**config.mk**
```make
export PLATFORM = sky130hd
export DESIGN_NAME = bosf_ref_mem
export DESIGN_NICKNAME = d
export VERILOG_FILES = /design/src/box_overlap_suppress_filter_defines.svh /design/src/bosf_pkg.sv /design/src/bosf_ref_mem.sv
export SDC_FILE = /design/constraint.sdc
export NUM_CORES = 2
export LEC_CHECK = 0
export ABC_AREA = 0
export BUFFER_PORTS_ARGS = -buffer_cell sky130_fd_sc_hd__buf_2
export CAP_MARGIN = 20
export CORE_ASPECT_RATIO = 1.25
export CORE_UTILIZATION = 30
export CTS_BUF_LIST = sky130_fd_sc_hd__clkbuf_4 sky130_fd_sc_hd__clkbuf_8
export CTS_CLUSTER_DIAMETER = 100
export DETAILED_ROUTE_END_ITERATION = 10
export GPL_ROUTABILITY_DRIVEN = 0
export GPL_TIMING_DRIVEN = 0
export PLACE_DENSITY_LB_ADDON = 0.25
export SLEW_MARGIN = 20
export SYNTH_ARGS = -nofsm -noshare
export SYNTH_HDL_FRONTEND = slang
export SYNTH_SLANG_ARGS = --single-unit
```
**constraint.sdc**
```tcl
create_clock -name i_clk -period 5.3 [get_ports i_clk]
set_input_delay 0.53 -clock i_clk [delete_from_list [all_inputs] [get_ports i_clk]]
set_output_delay 0.53 -clock i_clk [all_outputs]
set_load 0.1 [all_outputs]
```
**src/box_overlap_suppress_filter_defines.svh**
```systemverilog
// Assertion helpers used by the filter's top-level RTL.
`ifndef BOX_OVERLAP_SUPPRESS_FILTER_DEFINES_SVH
`define BOX_OVERLAP_SUPPRESS_FILTER_DEFINES_SVH

// A condition that must hold at every clock edge out of reset.
`define BOSF_ASSERT_ALWAYS(label, expr, msg) \
    label: assert property (@(posedge i_clk) disable iff (!i_rst_n) (expr)) else $error(msg);

// A condition that must hold in the cycle after the antecedent.
`define BOSF_ASSERT_NEXT(label, ante, cons, msg) \
    label: assert property (@(posedge i_clk) disable iff (!i_rst_n) (ante) |=> (cons)) \
        else $error(msg);

`endif

```
**src/bosf_pkg.sv**
```systemverilog
package bosf_pkg;

    localparam int unsigned COORD_W = 16;
    localparam int unsigned SIDE_W  = 15;
    localparam int unsigned AREA_W  = 2 * SIDE_W;
    localparam int unsigned THR_W   = 17;
    localparam int unsigned FRAC_W  = 16;
    localparam int unsigned PROD_W  = THR_W + AREA_W;

    typedef enum logic [1:0] {
        MODE_CLEAR  = 2'd0,
        MODE_LOAD   = 2'd1,
        MODE_QUERY  = 2'd2,
        MODE_UNUSED = 2'd3
    } t_mode;

    typedef struct packed {
        logic signed [COORD_W-1:0] x;
        logic signed [COORD_W-1:0] y;
        logic        [SIDE_W-1:0]  w;
        logic        [SIDE_W-1:0]  h;
    } t_box;

    // Per-reference outcome leaving the overlap unit.
    typedef struct packed {
        logic vld;
        logic hit;
    } t_score;

endpackage

```
**src/bosf_ref_mem.sv**
```systemverilog
module bosf_ref_mem #(
    parameter int unsigned DEPTH = 32,
    parameter int unsigned AW    = 5
) (
    input  logic            i_clk,
    input  logic            i_we,
    input  logic [AW-1:0]   i_waddr,
    input  bosf_pkg::t_box  i_wdata,
    input  logic            i_re,
    input  logic [AW-1:0]   i_raddr,
    output bosf_pkg::t_box  o_rdata
);
    import bosf_pkg::*;

    t_box r_mem [DEPTH];
    t_box r_rdata;

    always_ff @(posedge i_clk) begin
        if (i_we) begin
            r_mem[i_waddr] <= i_wdata;
        end
        if (i_re) begin
            r_rdata <= r_mem[i_raddr];
        end
    end

    assign o_rdata = r_rdata;

endmodule

```
## Word-level counts from Yosys, hierarchy flattened

Memory sizes are Yosys's and may differ from the RTL's. A register that Yosys moved wholly into a read port is not among the register bits.
Index checks and enable logic that the tools add are counted.

- Register bits after elaboration: 0
- Memory bits (writable): 1,984
- Input port bits: 75
- Output and inout bits: 62
- Word-level logic and storage cells: 3
- Memories: 1

- Multiplexer cells: 2

Memory list:

| name | words | bits a word | rd ports | clocked after memory_dff | wr ports | RTL line | RTL |
|---|---|---|---|---|---|---|---|
| r_mem | 32 | 62 | 1 | 1 | 1 | bosf_ref_mem.sv:15 | `t_box r_mem [DEPTH];` |

Operators by type and width:

| kind | number |
|---|---|
| 1-bit two-way mux | 2 |

## Depth between registers and ports, before layout

- Word-level depth: 2
- Gate-level depth with buffers: 8
- Mapped depth without buffers: 5

## Least setup slack after synthesis

No wires, ideal clock.

- Kind: input port to flip-flop
- Start: input i_waddr[1]
- End: memory r_mem[12][0] in the netlist's numbering, enable pin
- Library setup time: 0.482 ns
- Data arrival time: 3.691 ns
- Required time: 4.818 ns
- Setup slack: 1.127 ns
- Stages on the path: 3
- Path buffers: 1
- Cell sequence: or3b_1 > clkbuf_1 > nor2_1

RTL lines:

| what | RTL line | RTL |
|---|---|---|
| start: declaration | bosf_ref_mem.sv:7 | `input logic [AW-1:0] i_waddr,` |
| end: declaration | bosf_ref_mem.sv:15 |  |

Straight into the memory's write port.

==> results.tsv <==
stage	metric	value	unit
clock_tree	CTS tree	yes	
drt	per-cell routed wire length	25.7	um
setup_path	Crit. End Element	flip-flop	
die	Die Y	575	um
setup_path	CP Launch Type	primary input	
grt	initial antenna violation count	29	
clock_tree	# Post-CTS Setup Buffers	0	
logic_synthesis	flops & latches, synth	2046	
cells_and_area	# fillers	24500	
drt	drt first pass iters	5	
run	MaxCap Viol Count	0	
grt	vias in the first global route	43800	
clock_tree	Sink Count	2046	
cells_and_area	Non-Filler Instances	8715	
logic_synthesis	post-synth net total	4407	
setup_path	Worst EP arrival	3.51	ns
cells_and_area	share of layout cells above drive strength 1	19.0	%
clock_tree	# hold bufs at CTS	19	
timing	final setup margin	2.44	ns
pwr	Leak	32.5	nW
timing	setup violators final	0	
min_path	Hold WC Path Type	primary input to flip-flop	
placed_design	Placed Instances	8070	
setup_path	WP data required	5.94	ns
pwr	Max rail drop VDD	0.232	mV
logic_synthesis	synthesized area per cell	18.2	um^2
drt	vias per inst	4.79	
logic_synthesis	main flop type after synthesis	edfxtp_1	
setup_path	FF-to-FF Start	r_mem[7][61]$_DFFE_PP_	
die	CORE AREA	0.260	mm^2
die	Initial Utilization	30.3	%
logic_synthesis	Syn. warnings	0	
setup_path	WS Path Type	primary input to flip-flop	
timing	Least-Margin Pin Slew	1.01	ns
grt	grt ovf	0	
setup_path	Max FO, Critical Path	11	
cells_and_area	NumNets Final	5033	
die	Cell Rows	209	
drt	DRC	0	
placed_design	Post-DP HPWL	150	mm
clock_tree	Clock Tree Buf Depth	4	
cells_and_area	Area Overhead vs Synth	19.2	%
grt	gr usage total	16.6	%
clock_tree	Resized Gates After CTS	0	
clock_tree	Clock Tree Root	clkbuf_8	
drt	Vias	41800	
logic_synthesis	Cells after Synth	4332	
placed_design	I/O Buffers	135	
timing	Final Cycle Share	54.0	%
timing	relative slew slack	32.9	%
clock_tree	TritonCTS Buffers	348	
die	Die W	460	um
grt	first-pass GRT wire length	317	mm
clock_tree	Clock transition at path regs	0.06	ns
drt	Detailed Route WL	224	mm
timing	RSZ-0062 raised after global routing	no	
logic_synthesis	Post-Syn Area	0.0787	mm^2
clock_tree	CTS H-Tree Depth	5	
grt	largest net degree at the start of global routing	36	
logic_synthesis	most instantiated library cell after synthesis	edfxtp_1	
logic_synthesis	register area share after synthesis	78.1	%
drt	drt initial violations	3151	
drt	Routed Antenna Nets	0	
die	die area	0.264	mm^2
setup_path	Setup crit start	i_raddr[0]	
logic_synthesis	top-area cell type share of the netlist area	78.1	%
timing	clock skew	0.0389	ns
run_status	outcome	complete, no violations	
timing	max frequency	0.349	GHz
logic_synthesis	Post-synth EDFFs	2046	
logic_synthesis	leading area contributor after synthesis	edfxtp_1	
logic_synthesis	Synth top cells by count	edfxtp_1 (2046), mux2i_1 (992), nand2_1 (188), nand3_1 (188)	
timing	Final Max Slew Viols	0	
logic_synthesis	asr flop ratio synth	0	%
logic_synthesis	top cells by area, synth	edfxtp_1 (78%), mux2i_1 (13%), a22oi_1 (1.8%), a22o_1 (1.4%), nand3_1 (1.2%)	
die	Top-Level Pins	137	
logic_synthesis	post-synth cell types	25	
placed_design	dpl ws	1.33	ns
pwr	pwr/cell area	366	mW/mm^2
timing	Final Hold Vio Count	0	
min_path	startpoint of the worst hold path	i_wdata[42]	
clock_tree	Clock Latency Late Sink	0.95	ns
timing	Min Clock Period, post-route	2.86	ns
[area by class of cell]
class	count	area, um^2	share of cell area (%)
tap	3481	4360	4.64
clock inverter	156	1090	1.16
buffer	249	1310	1.39
sequential	2046	61400	65.5
antenna	11	27.5	0.0293
timing repair buffer	276	3730	3.98
clock buffer	459	5670	6.05
multi-input combinational	2037	16200	17.2
[sequential cells by signal, summed over array words and instances, names as in the netlist]
| register | cells |
|---|---|
| o_rdata | 62 |
| r_mem | 1984 |
[through the flow]
step	hold slack (ns)	TNS [ns]	total power, mW	util, %	area [um^2]
CTS	0.000289	0	34.8	36.1	93800
finish	0.102	0	34.4	36.1	93800
detailed placement	0.692	0	20.7	33.4	86800
global route	0.0692	0	35.6	36.1	93800
global placement	0.679	-4832.83	20.6	32.2	83700
floorplan	0.629	0	19.7	-	78700
[kinds of logic after synthesis]
logic type | after synthesis | share of synthesized area (%)
AOI/OAI and AO/OA | 558 | 4.83
buffers and inverters | 249 | 1.65
DFF | 2046 | 78.1
muxes | 992 | 12.6
and+or+nand+nor | 487 | 2.79
[cells in the final DEF (no fill, tap or decap), drive strengths merged]
master          n
a21oi         186
a22o          124
a22oi         186
a31oi          62
and2            1
buf           429
bufinv         13
clkbuf        536
clkinv        126
clkinvlp        9
diode          11
dlygate4sd3    19
edfxtp       2046
inv             8
mux2i         992
nand2         188
nand2b          2
nand3         188
nand3b          5
nor2           34
nor2b           2
nor3           62
or2             1
or3             1
or3b            3
[power by group]
group          total [mW]  internal [mW]  switching [mW]  leakage [nW]
logic                2.17          0.582            1.59          10.5
clock network        14.1           7.62            6.47          3.56
registers            18.1           18.1          0.0516          18.5
[per-layer routing]
metal / GRT usage, % / vias to the layer above / wire (um)
met5: 0 / - / 49
met4: 4.57 / 8 / 5000
met3: 3.32 / 327 / 11700
met2: 29.4 / 1123 / 115000
met1: 20.5 / 21700 / 92100
li1: - / 18600 / -
[final timing paths]
| path | endpoint | slack [ns] | cells after the start |
|---|---|---|---|
| worst min register to register | o_rdata[45]$_DFFE_PP_ | 0.71 | 4 |
| worst max register to register | o_rdata[61]$_DFFE_PP_ | 3.54 | 5 |
| worst min-delay path | r_mem[30][42]$_DFFE_PP_ | 0.10 | 1 |
| worst max-delay path | o_rdata[43]$_DFFE_PP_ | 2.44 | 8 |
[critical path, stage by stage]
cell     delay (ns)
buf_2          0.30
buf_2          0.63
buf_2          0.81
buf_4          0.37
mux2i_1        0.23
nand2_1        0.07
a31oi_1        0.29
nand3_1        0.22
No activity file was read; power rests on OpenSTA's default activity.
