### config.mk
export PLATFORM = sky130hd
export DESIGN_NAME = bosf_overlap_unit
export DESIGN_NICKNAME = d
export VERILOG_FILES = /design/src/box_overlap_suppress_filter_defines.svh /design/src/bosf_pkg.sv /design/src/bosf_overlap_unit.sv
export SDC_FILE = /design/constraint.sdc
export NUM_CORES = 2
export LEC_CHECK = 0
export ABC_CLOCK_PERIOD_IN_PS = 10700
export BUFFER_PORTS_ARGS = -buffer_cell sky130_fd_sc_hd__clkbuf_2
export CORE_ASPECT_RATIO = 0.8
export CORE_MARGIN = 2
export CORE_UTILIZATION = 65
export DETAILED_ROUTE_END_ITERATION = 8
export PLACE_DENSITY = 0.8
export SKIP_LAST_GASP = 1
export SLEW_MARGIN = 20
export SYNTH_ARGS = -nofsm -noshare
export SYNTH_HDL_FRONTEND = slang
export SYNTH_SLANG_ARGS = --single-unit
### constraint.sdc
create_clock -name i_clk -period 10.7 [get_ports i_clk]
set_input_delay 2.14 -clock i_clk [delete_from_list [all_inputs] [get_ports i_clk]]
set_output_delay 2.14 -clock i_clk [all_outputs]
set_load 0.02 [all_outputs]
### src/box_overlap_suppress_filter_defines.svh
// Assertion helpers used by the filter's top-level RTL.
`ifndef BOX_OVERLAP_SUPPRESS_FILTER_DEFINES_SVH
`define BOX_OVERLAP_SUPPRESS_FILTER_DEFINES_SVH

// A condition that must hold at every clock edge out of reset.
`define BOSF_ASSERT_ALWAYS(label, expr, msg) \
    label: assert property (@(posedge i_clk) disable iff (!i_rst_n) (expr)) else $error(msg);

// A condition that must hold in the cycle after the antecedent.
`define BOSF_ASSERT_NEXT(label, ante, cons, msg) \
    label: assert property (@(posedge i_clk) disable iff (!i_rst_n) (ante) |=> (cons)) \
        else $error(msg);

`endif

### src/bosf_pkg.sv
package bosf_pkg;

    localparam int unsigned COORD_W = 16;
    localparam int unsigned SIDE_W  = 15;
    localparam int unsigned AREA_W  = 2 * SIDE_W;
    localparam int unsigned THR_W   = 17;
    localparam int unsigned FRAC_W  = 16;
    localparam int unsigned PROD_W  = THR_W + AREA_W;

    typedef enum logic [1:0] {
        MODE_CLEAR  = 2'd0,
        MODE_LOAD   = 2'd1,
        MODE_QUERY  = 2'd2,
        MODE_UNUSED = 2'd3
    } t_mode;

    typedef struct packed {
        logic signed [COORD_W-1:0] x;
        logic signed [COORD_W-1:0] y;
        logic        [SIDE_W-1:0]  w;
        logic        [SIDE_W-1:0]  h;
    } t_box;

    // Per-reference outcome leaving the overlap unit.
    typedef struct packed {
        logic vld;
        logic hit;
    } t_score;

endpackage

### src/bosf_overlap_unit.sv
module bosf_overlap_unit (
    input  logic                       i_clk,
    input  logic                       i_rst_n,
    input  logic                       i_vld,
    input  bosf_pkg::t_box             i_ref,
    input  bosf_pkg::t_box             i_query,
    input  logic [bosf_pkg::THR_W-1:0] i_thr,
    output bosf_pkg::t_score           o_score
);
    import bosf_pkg::*;

    // Stage one: edge arithmetic.
    logic signed [COORD_W:0]   q_x0, q_x1, q_y0, q_y1;
    logic signed [COORD_W:0]   f_x0, f_x1, f_y0, f_y1;
    logic signed [COORD_W:0]   lo_x, hi_x, lo_y, hi_y;
    logic signed [COORD_W+1:0] dx, dy;
    logic [SIDE_W-1:0]         n_ox, n_oy;
    logic [SIDE_W-1:0]         r_ox, r_oy, r_rw, r_rh;
    logic                      r_vld1;

    // Stage two: areas.
    logic [AREA_W-1:0] r_inter2, r_aq, r_ar;
    logic              r_vld2;

    // Stage three: scaled threshold.
    logic [AREA_W-1:0] amin;
    logic [AREA_W-1:0] r_inter3;
    logic [PROD_W-1:0] r_prod;
    logic              r_zero;
    logic              r_vld3;

    // Stage four: decision.
    logic r_hit;
    logic r_vld4;

    always_comb begin
        q_x0 = {i_query.x[COORD_W-1], i_query.x};
        q_y0 = {i_query.y[COORD_W-1], i_query.y};
        f_x0 = {i_ref.x[COORD_W-1], i_ref.x};
        f_y0 = {i_ref.y[COORD_W-1], i_ref.y};
        q_x1 = q_x0 + signed'({2'b00, i_query.w});
        q_y1 = q_y0 + signed'({2'b00, i_query.h});
        f_x1 = f_x0 + signed'({2'b00, i_ref.w});
        f_y1 = f_y0 + signed'({2'b00, i_ref.h});
        lo_x = (q_x0 > f_x0) ? q_x0 : f_x0;
        lo_y = (q_y0 > f_y0) ? q_y0 : f_y0;
        hi_x = (q_x1 < f_x1) ? q_x1 : f_x1;
        hi_y = (q_y1 < f_y1) ? q_y1 : f_y1;
        dx   = {hi_x[COORD_W], hi_x} - {lo_x[COORD_W], lo_x};
        dy   = {hi_y[COORD_W], hi_y} - {lo_y[COORD_W], lo_y};
        // A positive overlap never exceeds the narrower side, so it fits a side width.
        n_ox = (!dx[COORD_W+1] && (dx != '0)) ? dx[SIDE_W-1:0] : '0;
        n_oy = (!dy[COORD_W+1] && (dy != '0)) ? dy[SIDE_W-1:0] : '0;
        amin = (r_aq < r_ar) ? r_aq : r_ar;
    end

    always_ff @(posedge i_clk) begin
        if (!i_rst_n) begin
            r_vld1 <= 1'b0;
            r_vld2 <= 1'b0;
            r_vld3 <= 1'b0;
            r_vld4 <= 1'b0;
        end else begin
            r_vld1 <= i_vld;
            r_vld2 <= r_vld1;
            r_vld3 <= r_vld2;
            r_vld4 <= r_vld3;
        end
        r_ox     <= n_ox;
        r_oy     <= n_oy;
        r_rw     <= i_ref.w;
        r_rh     <= i_ref.h;
        r_inter2 <= AREA_W'(r_ox) * AREA_W'(r_oy);
        r_ar     <= AREA_W'(r_rw) * AREA_W'(r_rh);
        r_aq     <= AREA_W'(i_query.w) * AREA_W'(i_query.h);
        r_inter3 <= r_inter2;
        r_zero   <= (amin == '0);
        r_prod   <= PROD_W'(i_thr) * PROD_W'(amin);
        r_hit    <= !r_zero && ({1'b0, r_inter3, {FRAC_W{1'b0}}} > r_prod);
    end

    assign o_score.vld = r_vld4;
    assign o_score.hit = r_hit;

endmodule

# ---- After elaboration in Yosys (flattened, before gate mapping)
# Cells that the tools add are included.
dict set report word_totals {
  latchBits 0
  ram_bits 0
  memories 0
  elab_cells 45
  output_inout_bits 2
  reg_bits 233
  input_bits 144
  mem_bits_ro 0
}
dict set report op_classes {
  reduce_logical 9
  addsub 6
  multipliers 4
  shift 0
  muxes 5
  bitwise_logic 0
  n_div 0
  eq_ne 0
  n_lt_le_gt_ge 6
}
# op n
set op_table {}
lappend op_table {{multiplier 15 x 15 -> 30 bit} 3}
lappend op_table {{adder 16 x 16 -> 17 bit} 4}
lappend op_table {{two-way mux 17 bit} 4}
lappend op_table {{> comparator 46 x 47 -> 1 bit} 1}
lappend op_table {{multiplier 17 x 30 -> 47 bit} 1}
lappend op_table {{nonzero test 18 bit} 2}
lappend op_table {{subtractor 17 x 17 -> 18 bit} 2}
lappend op_table {{< comparator 17 bit} 2}
lappend op_table {{> comparator 16 bit} 2}
lappend op_table {{zero test 30 bit} 1}
lappend op_table {{< comparator 30 bit} 1}
lappend op_table {{two-way mux 30 bit} 1}
lappend op_table {{logical AND 1 bit} 3}
lappend op_table {{zero test 1 bit} 3}

# ---- Depth between registers and ports, before layout
dict set report depth {
  word_depth 6
  depth_mapped 37
  depth_no_buf 33
}

# ---- Worst setup path after synthesis
# Ideal clock, no wire load.
dict set report synth_timing {
  path_type {input-to-reg}
  start {input i_query[15] (netlist name)}
  end {register r_ox[13]}
  path_buffers 2
  slack_ps 1924
  arrival_time_ps 8658
  required_ps 10581
  setup_time_ps 119
  path_stages 32
  cell_sequence {ha_1 fa_1 a21o_1 a21oi_1 o21a_1 nor3_1 a2111oi_0 nor3_1 a31oi_1 xnor2_1 inv_1 ha_1 a21o_1 a21oi_1 nor3b_1 a21oi_1 nor2_1 buf_2 mux2i_1 ha_1 inv_1 fa_1 a211o_1 a21oi_1 o21bai_1 xnor2_1 and4_1 o32ai_1 or4_1 nand4_2 buf_6 nor2_1}
}
dict set report synth_via {
  elab_chain_len 6
  word_cells_on_any_way 7
  cone_classes {add/sub: 2; order compare: 1; mux: 1; reduce/logical: 3}
}
# element line
set synth_rtl {}
lappend synth_rtl {{from (decl)} bosf_overlap_unit.sv:6} ;# input bosf_pkg::t_box i_query,
lappend synth_rtl {{adder 16 x 16 -> 17 bit (*)} bosf_overlap_unit.sv:41} ;# q_x1 = q_x0 + signed'({2'b00, i_query.w});
lappend synth_rtl {{< comparator 17 bit} bosf_overlap_unit.sv:47} ;# hi_x = (q_x1 < f_x1) ? q_x1 : f_x1;
lappend synth_rtl {{two-way mux 17 bit (*)} bosf_overlap_unit.sv:47}
lappend synth_rtl {{subtractor 17 x 17 -> 18 bit (*)} bosf_overlap_unit.sv:49} ;# dx = {hi_x[COORD_W], hi_x} - {lo_x[COORD_W], lo_x};
lappend synth_rtl {{nonzero test 18 bit / zero test 1 bit (equally long branches)} bosf_overlap_unit.sv:52} ;# n_ox = (!dx[COORD_W+1] && (dx != '0)) ? dx[SIDE_W-1:0] : '0;
lappend synth_rtl {{logical AND 1 bit} bosf_overlap_unit.sv:52}
lappend synth_rtl {{to (signal assigned)} bosf_overlap_unit.sv:69} ;# r_ox <= n_ox;
lappend synth_rtl {{to (decl)} bosf_overlap_unit.sv:18} ;# logic [SIDE_W-1:0] r_ox, r_oy, r_rw, r_rh;
# Mark *: on every way between the ends. The rest lies on a longest branch, timed or not.
# A chain may end at the register's enable or synchronous reset.

# ---- Final worst setup path
dict set report layout_timing {
  start {register r_ar[13]}
  end {register r_prod[46]}
}
dict set report layout_via {
  elab_chain_len 3
}
# element line
set layout_rtl {}
lappend layout_rtl {{from (decl)} bosf_overlap_unit.sv:22} ;# logic [AREA_W-1:0] r_inter2, r_aq, r_ar;
lappend layout_rtl {{from (signal assigned)} bosf_overlap_unit.sv:74} ;# r_ar <= AREA_W'(r_rw) * AREA_W'(r_rh);
lappend layout_rtl {{< comparator 30 bit} bosf_overlap_unit.sv:54} ;# amin = (r_aq < r_ar) ? r_aq : r_ar;
lappend layout_rtl {{two-way mux 30 bit (*)} bosf_overlap_unit.sv:54}
lappend layout_rtl {{multiplier 17 x 30 -> 47 bit (*)} bosf_overlap_unit.sv:78} ;# r_prod <= PROD_W'(i_thr) * PROD_W'(amin);
lappend layout_rtl {{to (signal assigned)} bosf_overlap_unit.sv:78}
lappend layout_rtl {{to (decl)} bosf_overlap_unit.sv:28} ;# logic [PROD_W-1:0] r_prod;
# Marks and branches as above.

==> flow_metrics.tcl <==
set metrics [dict create \
    status "completed" \
    max_slew_margin_pct 22.3 \
    drcViolationCount 0 \
    required_ns 11.22 \
    synthFlopType "dfxtp_1" \
    io_buffers 145 \
    fmax_mhz 99.7 \
    clock_path_buffers 3 \
    drtAntennaViolNets 0 \
    cts_made_buffers 28 \
    grt_usage_pct 35.5 \
    finalCritPeriodShare_pct 93.7 \
    wire_per_inst_um 20.1 \
    path_class "flop to flop" \
    drive_above_1_share_pct 9.39 \
    cpPeakStageDelay_ns 0.92 \
    gr-total-overflow 0 \
    clk_latency_ns 0.63 \
    drt_iter0_markers 4770 \
    antenna_found_initial 6 \
    worstMarginPinSlew_ns 1.17 \
    rows 98 \
    globalplace.congestion 0.990 \
    placed_cell_area_mm2 0.0596 \
    path_clk_slew_ns 0.07 \
    post_cts_buffers 0 \
    syn_inst 6876 \
    min_path_type "flop to flop" \
    min_period_ns 10.03 \
    fin_ws_ns 0.675 \
    synth_edf_count 0 \
    cp-end-kind "flop" \
    io-pin-count 146 \
    core_mm2 0.0890 \
    final_area_mm2 0.0606 \
    cts_tree "built" \
    ys_warn_count 0 \
    synthToLayoutAreaGrowth_pct 4.23 \
    finalSetupTns_ns 0 \
    drt_first_pass_iters 9 \
    worstPathArrival_ns 10.54 \
    dieHeight_um 272 \
    final.setup_skew_ns 0.0759 \
    cp_max_fo 84 \
    die_w_um 339 \
    hpwl_um 126000 \
    finalSetupViolations 0 \
    grt_max_degree 112 \
    hold_violations 0 \
    drv_cap 0 \
    post-route-util_pct 68.1 \
    synth_cell_types 79 \
    synth_seq_cells 233 \
    cts-resized-gates 0 \
    vias_per_cell 5.91 \
    r2r_setup_slack_ns 0.67 \
    start_util_pct 65.4 \
    path_common_cell "fa_1" \
    fill_cells 7099 \
    grt_pass1_wl_um 261000 \
    synthArstFlopShare_pct 0 \
    routed_wl_um 160000 \
    slew_viol_final 0 \
    dieArea_mm2 0.0919 \
    start_kind "flop" \
    postCtsHoldBufs 0 \
    via_count 47078 \
    dp_slack_ns 0.706 \
    syn_avg_cell_area_um2 8.46 \
    cts.sinks 233 \
    cts_root_buf "clkbuf_16" \
    rsz0062_at_grt "false" \
    htreeDepth 1 \
    seq_area_frac_synth_pct 8.02 \
    cp_slowest_cell "dfxtp_1" \
    grt_pass1_vias 48604 \
    nNetsFinal 8433 \
    synth_nets 8566 \
    syn_area_mm2 0.0582 \
]
==> cells by family after synthesis <==
logic type	count (synthesis)	share of synthesized area [%]
XOR/XNOR	194	2.92
buffers and inverters	1542	10.1
AND/OR/NAND/NOR	2191	16.4
adder cells (fa/ha/maj)	1546	45.2
flip-flops	233	8.02
AO/OA/AOI/OAI	592	6.74
multiplexers	578	10.7
==> metrics by stage <==
stage | std cells | hold WS, ns
final | 7969 | 0.321
after global routing | 7966 | 0.327
after CTS | 7965 | 0.324
after detailed placement | 7913 | 0.312
after global placement | 7913 | 0.310
after floorplan | 6876 | 0.310
==> state kept, by name, indices dropped and copies added, names as in the netlist, 15 cells and up <==
signal and cells:
r_rw 15, r_rh 15, r_oy 15, r_aq 30, r_inter3 30, r_ox 15, r_ar 30, r_prod 47
r_inter2 30
==> Yosys cell counts (16+ instances only) <==
master | count | area (um^2)
nand2_1 | 1505 | 5650
inv_1 | 1140 | 4280
fa_1 | 926 | 18500
ha_1 | 620 | 7760
clkbuf_1 | 337 | 1260
mux2_2 | 310 | 3490
and2_1 | 287 | 1800
mux2i_1 | 248 | 2480
dfxtp_1 | 233 | 4660
a21oi_1 | 167 | 836
nor2_1 | 153 | 574
xnor2_1 | 139 | 1220
a21o_1 | 117 | 878
o21ai_0 | 92 | 460
buf_2 | 59 | 295
xor2_1 | 55 | 482
nor3_1 | 43 | 215
o21a_1 | 37 | 278
nand3_1 | 35 | 175
nand4_1 | 31 | 194
nor2b_1 | 27 | 169
nor4_1 | 25 | 156
a211oi_1 | 24 | 180
o21bai_1 | 23 | 173
a31oi_1 | 20 | 125
mux2_1 | 20 | 225
and3_1 | 19 | 119
nand2b_1 | 16 | 100
==> final timing paths <==
check,from,endpoint,cells past startpoint
hold reg to reg,r_inter2[8],r_inter3[8],0
setup / recovery,r_ar[13],r_prod[46],31
setup reg to reg,r_ar[13],r_prod[46],31
hold / removal,r_inter2[8],r_inter3[8],0
==> cell type report <==
type / count / area [um^2] / area share (%)
multi-input combinational: 5101 / 47700 / 78.6
sequential: 233 / 4660 / 7.69
inverter: 1140 / 4280 / 7.06
timing repair buffer: 239 / 1510 / 2.48
tap: 1200 / 1500 / 2.48
clock buffer: 33 / 759 / 1.25
clock inverter: 19 / 270 / 0.446
antenna: 4 / 10.0 / 0.0165
==> worst max-delay path, delay by kind of cell (launching register included) <==
family | cells | cell delay [ns]
AO/OA/AOI/OAI | 8 | 2.80
flip-flops | 1 | 0.92
buffers and inverters | 8 | 1.36
multiplexers | 1 | 0.32
AND/OR/NAND/NOR | 5 | 0.81
adder cells (fa/ha/maj) | 8 | 3.56
XOR/XNOR | 1 | 0.16
==> layout by cell type, fill, tap and decap left out, drive strengths merged, types with 24 or more instances in the layout <==
cell type  instances
buf               94
nand2           1505
nor4              25
mux2             330
xor2              55
a211oi            24
o21ai             94
and2             287
xnor2            139
nand3             35
fa               926
inv             1147
nand4             32
ha               620
nor2             163
clkbuf           178
a21oi            167
o21a              37
a21o             117
mux2i            248
nor3              43
nor2b             27
dfxtp            233
==> per-layer routing <==
metal	vias up	global-route usage [%]	part of all wire [%]
li1	21215	-	-
met1	22969	49.1	41
met2	2511	55.0	43
met3	383	8.63	12
met4	0	11.2	3.5
met5	-	0	0
Power is not shown: default switching activity piles up to over one toggle a cycle in this logic, so the estimate is an artifact.
